<file path="config.mk">
export PLATFORM = sky130hd
export DESIGN_NAME = fela_core
export DESIGN_NICKNAME = d
export VERILOG_FILES = /design/src/rtl/fela_pkg.sv /design/src/rtl/fela_core.sv
export SDC_FILE = /design/constraint.sdc
export NUM_CORES = 1
export LEC_CHECK = 0
export BUFFER_PORTS_ARGS = -buffer_cell sky130_fd_sc_hd__buf_4
export CORE_AREA = 2 2 93 95
export DETAILED_ROUTE_END_ITERATION = 8
export DIE_AREA = 0 0 95 97
export PLACE_DENSITY = 0.85
export SYNTH_ARGS = -nofsm -noshare
export SYNTH_HDL_FRONTEND = slang
export SYNTH_SLANG_ARGS = --single-unit
</file>
<file path="constraint.sdc">
create_clock -name clk -period 7.7 [get_ports clk]
set_input_delay 0.385 -clock clk [delete_from_list [all_inputs] [get_ports clk]]
set_output_delay 0.385 -clock clk [all_outputs]
set_load 0.1 [all_outputs]
</file>
<file path="src/rtl/fela_pkg.sv">
// Package for the free extent list allocator: payload structs, memory entry
// layout, operation and status codes. No dependencies.
package fela_pkg;

    localparam int BLOCK_W = 12;
    localparam int VOL_W   = 13;

    localparam logic [VOL_W-1:0]   VOL_RESET = 13'd4096;
    localparam logic [BLOCK_W-1:0] COUNT_MAX = 12'hFFF;

    // operation codes
    localparam logic [1:0] OP_FORMAT  = 2'd0;
    localparam logic [1:0] OP_ALLOC   = 2'd1;
    localparam logic [1:0] OP_RELEASE = 2'd2;

    // status codes
    localparam logic [1:0] ST_OK          = 2'd0;
    localparam logic [1:0] ST_NOSPACE     = 2'd1;
    localparam logic [1:0] ST_BADBLOCK    = 2'd2;
    localparam logic [1:0] ST_UNFORMATTED = 2'd3;

    typedef struct packed {
        logic [1:0]         operation;
        logic [BLOCK_W-1:0] block;
    } in_t;

    typedef struct packed {
        logic [BLOCK_W-1:0] block_number;
        logic [BLOCK_W-1:0] free_count;
        logic [1:0]         status;
    } out_t;

    // one extent descriptor, stored at the extent's start block
    typedef struct packed {
        logic [BLOCK_W-1:0] link;
        logic [BLOCK_W-1:0] length;
    } entry_t;

    localparam int ENTRY_W = $bits(entry_t);

endpackage

</file>
<file path="src/rtl/fela_core.sv">
// Allocator sequencer: head pointer, free count, format flag and the
// read-modify-write of the extent memory. Depends on fela_pkg.
module fela_core #(
    parameter int MAX_BLOCKS = 4096
) (
    input  logic                                    clk,
    input  logic                                    rst_n,
    input  logic [fela_pkg::VOL_W-1:0]              vol_blocks,
    input  logic                                    in_valid,
    output logic                                    in_ready,
    input  fela_pkg::in_t                           in_data,
    input  logic                                    slot_free,
    output logic                                    res_valid,
    output fela_pkg::out_t                          res_data,
    output logic                                    mem_we,
    output logic [$clog2((MAX_BLOCKS > 4096) ? 4096 : MAX_BLOCKS)-1:0] mem_waddr,
    output fela_pkg::entry_t                        mem_wdata,
    output logic [$clog2((MAX_BLOCKS > 4096) ? 4096 : MAX_BLOCKS)-1:0] mem_raddr,
    input  fela_pkg::entry_t                        mem_rdata
);
    import fela_pkg::*;

    localparam int DEPTH = (MAX_BLOCKS > 4096) ? 4096 : MAX_BLOCKS;
    localparam int AW    = $clog2(DEPTH);
    localparam logic [VOL_W-1:0] SIZE_CAP = VOL_W'(DEPTH);

    typedef enum logic {
        S_IDLE,
        S_ALLOC
    } state_t;

    state_t             state_reg, state_next;
    logic [BLOCK_W-1:0] head_reg, head_next;
    logic [BLOCK_W-1:0] free_reg, free_next;
    logic               fmt_reg, fmt_next;

    logic               accept;
    logic [VOL_W-1:0]   eff_size;
    logic [BLOCK_W-1:0] avail;
    logic [BLOCK_W-1:0] free_inc;
    logic [BLOCK_W-1:0] free_dec;

    assign in_ready  = (state_reg == S_IDLE) && slot_free;
    assign accept    = in_valid && in_ready;
    assign mem_raddr = head_reg[AW-1:0];

    assign eff_size = (vol_blocks > SIZE_CAP) ? SIZE_CAP : vol_blocks;
    assign avail    = (eff_size >= VOL_W'(2)) ? BLOCK_W'(eff_size - VOL_W'(1)) : '0;
    assign free_inc = (free_reg != COUNT_MAX) ? free_reg + BLOCK_W'(1) : free_reg;
    assign free_dec = (free_reg != '0) ? free_reg - BLOCK_W'(1) : free_reg;

    always_comb
    begin
        state_next = state_reg;
        head_next  = head_reg;
        free_next  = free_reg;
        fmt_next   = fmt_reg;
        mem_we     = 1'b0;
        mem_waddr  = head_reg[AW-1:0];
        mem_wdata  = '0;
        res_valid  = 1'b0;
        res_data   = '0;

        unique case (state_reg)
            S_IDLE:
            begin
                if (accept)
                begin
                    res_valid           = 1'b1;
                    res_data.free_count = free_reg;
                    res_data.status     = ST_OK;
                    if (in_data.operation == OP_FORMAT)
                    begin
                        fmt_next            = 1'b1;
                        free_next           = avail;
                        res_data.free_count = avail;
                        head_next           = '0;
                        if (avail != '0)
                        begin
                            head_next        = BLOCK_W'(1);
                            mem_we           = 1'b1;
                            mem_waddr        = AW'(1);
                            mem_wdata.link   = '0;
                            mem_wdata.length = avail;
                        end
                    end
                    else if (!fmt_reg)
                    begin
                        res_data.free_count = '0;
                        res_data.status     = ST_UNFORMATTED;
                    end
                    else if (in_data.operation == OP_ALLOC)
                    begin
                        if (head_reg == '0)
                        begin
                            res_data.status = ST_NOSPACE;
                        end
                        else
                        begin
                            // head entry comes back from memory next cycle
                            res_valid  = 1'b0;
                            state_next = S_ALLOC;
                        end
                    end
                    else if (in_data.operation == OP_RELEASE)
                    begin
                        if (in_data.block == '0 || {1'b0, in_data.block} >= eff_size)
                        begin
                            res_data.status = ST_BADBLOCK;
                        end
                        else
                        begin
                            mem_we              = 1'b1;
                            mem_waddr           = in_data.block[AW-1:0];
                            mem_wdata.link      = head_reg;
                            mem_wdata.length    = BLOCK_W'(1);
                            head_next           = in_data.block;
                            free_next           = free_inc;
                            res_data.free_count = free_inc;
                        end
                    end
                end
            end
            S_ALLOC:
            begin
                state_next          = S_IDLE;
                res_valid           = 1'b1;
                res_data.status     = ST_OK;
                free_next           = free_dec;
                res_data.free_count = free_dec;
                if (mem_rdata.length <= BLOCK_W'(1))
                begin
                    // pop the head extent
                    res_data.block_number = head_reg;
                    head_next             = mem_rdata.link;
                end
                else
                begin
                    // hand out the last block, shorten the extent
                    mem_we                = 1'b1;
                    mem_wdata.link        = mem_rdata.link;
                    mem_wdata.length      = mem_rdata.length - BLOCK_W'(1);
                    res_data.block_number = head_reg + mem_rdata.length - BLOCK_W'(1);
                end
            end
            default:
            begin
                state_next = S_IDLE;
            end
        endcase
    end

    always_ff @(posedge clk or negedge rst_n)
    begin
        if (!rst_n)
        begin
            state_reg <= S_IDLE;
            head_reg  <= '0;
            free_reg  <= '0;
            fmt_reg   <= 1'b0;
        end
        else
        begin
            state_reg <= state_next;
            head_reg  <= head_next;
            free_reg  <= free_next;
            fmt_reg   <= fmt_next;
        end
    end

`ifndef SYNTHESIS
    a_alloc_one_cycle: assert property (@(posedge clk) disable iff (!rst_n)
        state_reg == S_ALLOC |=> state_reg == S_IDLE)
        else $error("allocate held the sequencer longer than one cycle");

    a_no_overwrite: assert property (@(posedge clk) disable iff (!rst_n)
        res_valid |-> slot_free)
        else $error("result produced while output register is occupied");

    a_head_needs_format: assert property (@(posedge clk) disable iff (!rst_n)
        head_reg != '0 |-> fmt_reg)
        else $error("nonempty free list before format");

    a_alloc_writes_head: assert property (@(posedge clk) disable iff (!rst_n)
        (state_reg == S_ALLOC && mem_we) |-> mem_waddr == head_reg[AW-1:0])
        else $error("allocate write-back to wrong entry");

    a_alloc_entry: assert property (@(posedge clk) disable iff (!rst_n)
        (accept && fmt_reg && in_data.operation == OP_ALLOC && head_reg != '0)
        |=> (state_reg == S_ALLOC && $stable(head_reg)))
        else $error("allocate did not enter memory read cycle");
`endif

endmodule

</file>
### Yosys cells after proc, flatten, opt, wreduce, memory -nomap -nowiden

Cells that the tools add are included.

| cells by class | value |
|---|---|
| eq/ne operators | 8 |
| magnitude comparators | 4 |
| reductions and logical operators | 11 |
| bitwise gates (word level) | 1 |
| multiplexer cells | 66 |
| add/sub/neg operators | 6 |

Operator list:

| operator | number |
|---|---|
| 12-bit 2-to-1 mux | 25 |
| 24-bit 2-to-1 mux | 7 |
| 12-bit case mux with 2 select lines | 2 |
| 24-bit case mux with 2 select lines | 1 |
| 12-bit by 1-bit subtractor with 12-bit output (second input constant) | 4 |
| 14-bit 2-to-1 mux | 3 |
| 14-bit case mux with 2 select lines | 1 |
| 12-bit logical NOT | 2 |
| 12-bit nonzero test | 2 |
| 1-bit 2-to-1 mux | 20 |
| 12-bit by 13-bit >= comparator with 1-bit output | 1 |
| 13-bit by 2-bit >= comparator with 1-bit output (second input constant) | 1 |
| 13-bit greater-than comparator (second input constant) | 1 |
| 13-bit 2-to-1 mux | 1 |
| 12-bit by 1-bit adder with 12-bit output (second input constant) | 1 |
| 12-bit adder | 1 |
| 12-bit by 1-bit less-or-equal comparator with 1-bit output (second input constant) | 1 |
| 12-bit != test (second input constant) | 1 |
| 2-bit 2-to-1 mux | 3 |
| 1-bit case mux with 2 select lines | 3 |
| 4-bit AND reduction | 1 |
| 3-bit by 1-bit != test with 1-bit output (second input constant) | 1 |
| 3-bit by 2-bit != test with 1-bit output (second input constant) | 1 |
| 3-bit != test (second input constant) | 1 |
| 10 further kinds | 11 |

| word-level totals | value |
|---|---|
| bits of input ports | 55 |
| bits in registers | 26 |
| word-level logic and storage cells | 100 |

### Logic depth before layout (Yosys ltp)

| logic depth | value |
|---|---|
| depth after elaboration | 11 |
| depth in mapped cells | 14 |

### Least setup slack after synthesis

Ideal clock, no wire load.

| timing | value |
|---|---|
| kind | input port to output port |
| start point | input vol_blocks[5] (netlist name) |
| end point | output res_data[5] (netlist name) |
| slack | 0.938 ns |
| stages on the path | 13 |
| data arrival time | 6.377 ns |
| path through | clkbuf_1 > or3_1 > nor2_1 > a21o_1 > nand2_1 > ha_1 > o211ai_1 > o21ai_0 > a211oi_1 > clkbuf_1 > nand2_1 > mux2i_1 > o311ai_0 |

RTL lines:

| what | line | RTL |
|---|---|---|
| from (decl) | fela_core.sv:8 | `input logic [fela_pkg::VOL_W-1:0] vol_blocks,` |
| to (decl) | fela_core.sv:14 | `output fela_pkg::out_t res_data,` |

### Worst setup path after layout

| timing | value |
|---|---|
| start point | input vol_blocks[3] (netlist name) |
| end point | output mem_waddr[6] (netlist name) |

| on the way | value |
|---|---|
| word-level cells in the longest chain between the ends | 11 |

Ends and longest elaborated chain:

| what | line | RTL |
|---|---|---|
| 13-bit greater-than comparator | fela_core.sv:47 | `assign eff_size = (vol_blocks > SIZE_CAP) ? SIZE_CAP : vol_blocks;` |
| 13-bit 2-to-1 mux * | fela_core.sv:47 |  |
| 12-bit by 13-bit >= comparator with 1-bit output | fela_core.sv:107 | `if (in_data.block == '0 \|\| {1'b0, in_data.block} >= eff_size)` |
| 1-bit logical OR | fela_core.sv:107 |  |
| 12-bit 2-to-1 mux | fela_core.sv:107 |  |
| 12-bit 2-to-1 mux | fela_core.sv:105 | `else if (in_data.operation == OP_RELEASE)` |
| 12-bit 2-to-1 mux (2 in series) | -- |  |
| 12-bit 2-to-1 mux * | fela_core.sv:72 | `if (in_data.operation == OP_FORMAT)` |
| 12-bit 2-to-1 mux * | fela_core.sv:67 | `if (accept)` |
| 12-bit 2-to-1 mux * | fela_core.sv:64 | `unique case (state_reg)` |
| to (decl) | fela_core.sv:16 | `output logic [$clog2((MAX_BLOCKS > 4096) ? 4096 : MAX_BLOCKS)-1:0] mem_waddr,` |

Mark *: on every way between the ends. The rest lies on a longest branch, timed or not.

==> qor.csv <==
stage;metric;value;unit
worst_hold_path;Min-Delay Path Class;primary input to asynchronous set/reset pin;
clocking;CTS max path bufs;2;
clocking;Resized cells post-CTS;0;
pwr;Peak VDD IR;238;uV
final_layout;Finished Layout Cells;858;
timing;Slew Limit Headroom;27.1;%
grt;gr usage total;36.5;%
routing;Vias/cell;6.53;
clocking;Post-CTS Setup Inserts;0;
timing;setup TNS;0;ns
logic_synthesis;FFs w/ async S/R, synth;100;%
timing;Final Hold Viols;0;
final_layout;# fillers;708;
logic_synthesis;Synth top area share;14.2;%
die;Row Count;33;
critical_path;r2r endpoint;mem_raddr[6];
grt;largest net degree at the start of global routing;36;
final_layout;Area Overhead vs Synth;23.1;%
timing;worst-margin pin slew;1.09;ns
clocking;CTS root buffer;clkbuf_8;
final_layout;layout cells sized above 1;20.5;%
routing;Vias;5602;
critical_path;endpoint kind of the worst setup timing path;output port;
clocking;hold_buf cts;0;
critical_path;CP Max Fanout;35;
routing;Routed WL;17000;microns
clocking;clk_lat worst skew;0.29;ns
critical_path;Reg-to-Reg Start;state_reg;
clocking;clock transition at the registers of the reported paths;0.12;ns
critical_path;CP arrival;4.08;ns
critical_path;Worst Setup Start Kind;primary input;
logic_synthesis;post-synthesis xor/xnor area fraction;7.81;%
routing;Detail Route Antenna Nets;0;
die;die width;95;microns
logic_synthesis;number of warnings issued by yosys;0;
logic_synthesis;Commonest cells post-synth;inv_1, nand2_1, nor2_1;
placed_design;RD Place Congestion;1.01;
placed_design;IO buf count;131;
routing;DRC;0;
pwr;Pleak;2.71;nW
critical_path;R2R Setup Slk;4.73;ns
die;initial core utilization;56.5;%
grt;number of global-route vias before repair;5203;
pwr;PD cells;210;nW/um^2
clocking;clock tree sinks;26;
critical_path;worst path cell trace;buf_4 -> or3_1 -> nor2_1 -> a21o_1 -> nand2_1 -> ha_1 -> nand4_1 -> o21ai_0 -> a211oi_2 -> buf_4 -> and3_1 -> buf_4 -> nor3_4 -> a22o_1 -> buf_4;
logic_synthesis;Area contributors post-synth;dfrtp_1, ha_1, a22o_1, xnor2_1, inv_1;
critical_path;WP buf/inv;4;
timing;fin crit share;57.9;%
logic_synthesis;EDFF count, synth;0;
die;die area;9220;sq um
logic_synthesis;cell area after synthesis;4600;sq um
logic_synthesis;syn_nets;751;
timing;unrepaired setup endpoints after global routing;no;
status;status;complete, no violations;
logic_synthesis;Synth Area in Simple Gates;26.3;%
placed_design;Post-Place Cells;854;
logic_synthesis;Yosys cell types;69;
final_layout;multi-input combinational cell area;3540;sq um
logic_synthesis;count leader, synth;inv_1;
grt;global-route wire length before repair;26800;microns
routing;First-pass DRT Iterations;8;
critical_path;CP most frequent cell;buf_4;
routing;DRT iter0 DRCs;515;
critical_path;Worst Setup EP;mem_waddr[6];
logic_synthesis;post-synthesis sequential area ratio;14.2;%
die;core area;8130;sq um
timing;minimum clock period;4.46;ns
critical_path;CP Depth;15;
timing;Hold Slack;0.00342;ns
logic_synthesis;top_reg_cell synth;dfrtp_1;
final_layout;Storage cell area;651;sq um
timing;fmax;0.224;GHz
critical_path;Critical Path Max Stage Delay;0.54;ns
die;Die H;97;microns
clocking;CTS tree;yes;
grt;initial antenna violation count;0;
logic_synthesis;#FFs+latches synth;26;
critical_path;Crit-path slowest cell;nor3_4;
critical_path;CP startpoint;vol_blocks[3];
critical_path;WP data required;7.32;ns
critical_path;Crit path max-delay family;simple AND/OR/NAND/NOR gates;
logic_synthesis;Avg Cell Area, Syn;7.01;sq um
final_layout;# diodes;0;
logic_synthesis;largest family of logic cells by synthesized area;compound AO/OA/AOI/OAI gates;
timing;final setup violation count;0;
logic_synthesis;Synth Instances;656;
logic_synthesis;Synth Area in Compound Gates;30.6;%
placed_design;dpl hpwl;12900;microns
flow_run;Max Cap Viol;0;
critical_path;CP Class;primary input to output port;
logic_synthesis;cell taking the most area after synthesis;dfrtp_1;
clocking;cts bufs inserted;3;
timing;final slew viol count;0;
logic_synthesis;mux cell area share after synthesis;1.12;%
grt;GRT overflow;0;
clocking;H-tree Lvls;1;
logic_synthesis;Synth Area in Adders;11.1;%
final_layout;Final nets;849;
timing;worst-case clock skew;0.0177;ns
critical_path;cells on worst reg2reg path;5;
die;I/O Pins;132;
routing;Wirelength per Cell;19.8;microns
==> kinds of logic after synthesis <==
family,count (synthesis)
compound gates,199
buf+inv,106
mux,5
xor+xnor,41
simple gates,239
flops,26
fa+ha+maj,40
==> through the flow <==
step / util [%] / worst slack, ns / area [sq um] / power [W]
after floorplan: - / 0.938 / 4600 / 0.000860
after global placement: 68.7 / 3.40 / 5590 / 0.00104
after detailed placement: 68.7 / 3.25 / 5590 / 0.00105
after CTS: 69.5 / 3.25 / 5660 / 0.00117
after global routing: 69.5 / 2.98 / 5660 / 0.00125
final: 69.5 / 3.24 / 5660 / 0.00119
==> placed cells by master, fill, tap and decap left out, types with 3 or more instances in the layout <==
| master | synthesis | layout |
|---|---|---|
| a211oi_1 | 10 | 9 |
| a21o_1 | 25 | 25 |
| a21oi_1 | 32 | 32 |
| a22o_1 | 34 | 34 |
| a31o_2 | 4 | 4 |
| a31oi_1 | 13 | 13 |
| a41oi_1 | 4 | 4 |
| and2_1 | 8 | 8 |
| and3_1 | 6 | 6 |
| buf_4 | 0 | 138 |
| clkbuf_8 | 0 | 3 |
| dfrtp_1 | 26 | 26 |
| ha_1 | 39 | 39 |
| inv_1 | 60 | 60 |
| mux2i_1 | 4 | 4 |
| nand2_1 | 58 | 58 |
| nand2b_1 | 8 | 8 |
| nand3_1 | 23 | 23 |
| nand4_1 | 14 | 14 |
| nor2_1 | 57 | 57 |
| nor2b_1 | 4 | 4 |
| nor3_1 | 18 | 18 |
| nor3b_1 | 4 | 4 |
| nor4_1 | 15 | 15 |
| o211ai_1 | 11 | 11 |
| o21ai_0 | 32 | 32 |
| o22ai_1 | 5 | 5 |
| o311ai_0 | 3 | 3 |
| or3_1 | 8 | 8 |
| xnor2_1 | 29 | 29 |
| xor2_1 | 12 | 12 |
==> routing by layer <==
metal / vias up / GRT usage (%) / wire length, microns
met5: - / 0 / 0
met4: 0 / 15.5 / 691
met3: 62 / 4.52 / 1700
met2: 365 / 57.7 / 7940
met1: 2589 / 49.7 / 6690
li1: 2586 / - / -
==> how the worst min path moves through the flow <==
| stage | start | to | slack (ns) |
|---|---|---|---|
| 6_report | rst_n | free_reg[4] | 0.003 |
| 5_1_grt | rst_n | free_reg[4] | 0.02 |
| 4_1_cts | rst_n | free_reg[4] | 0.02 |
| 3_5_place_dp | rst_n | free_reg[4] | 0.34 |
| 3_3_place_gp | rst_n | free_reg[3] | 0.33 |
| 2_1_floorplan | rst_n | fmt_reg | 0.09 |
==> layout make-up <==
type                    count  area share (%)
flip-flops and latches     26            11.5
clock inverters             1           0.531
repair buffers            138            18.3
well taps                 105            2.32
inverters                  61            4.05
multi-input cells         524            62.6
clock buffers               3           0.730
==> worst register-to-register path: cells and delay by family, from the launching register on <==
family	cells	cell delay, ns
flops	1	0.35
buf+inv	2	0.89
compound gates	2	0.69
simple gates	1	0.95
==> power by group <==
part / internal [W] / total [W] / switching [W]
registers: 0.000164 / 0.000234 / 0.0000702
logic: 0.000256 / 0.000830 / 0.000574
clock network: 0.0000697 / 0.000123 / 0.0000532
Power figures use the tool's default switching activity.
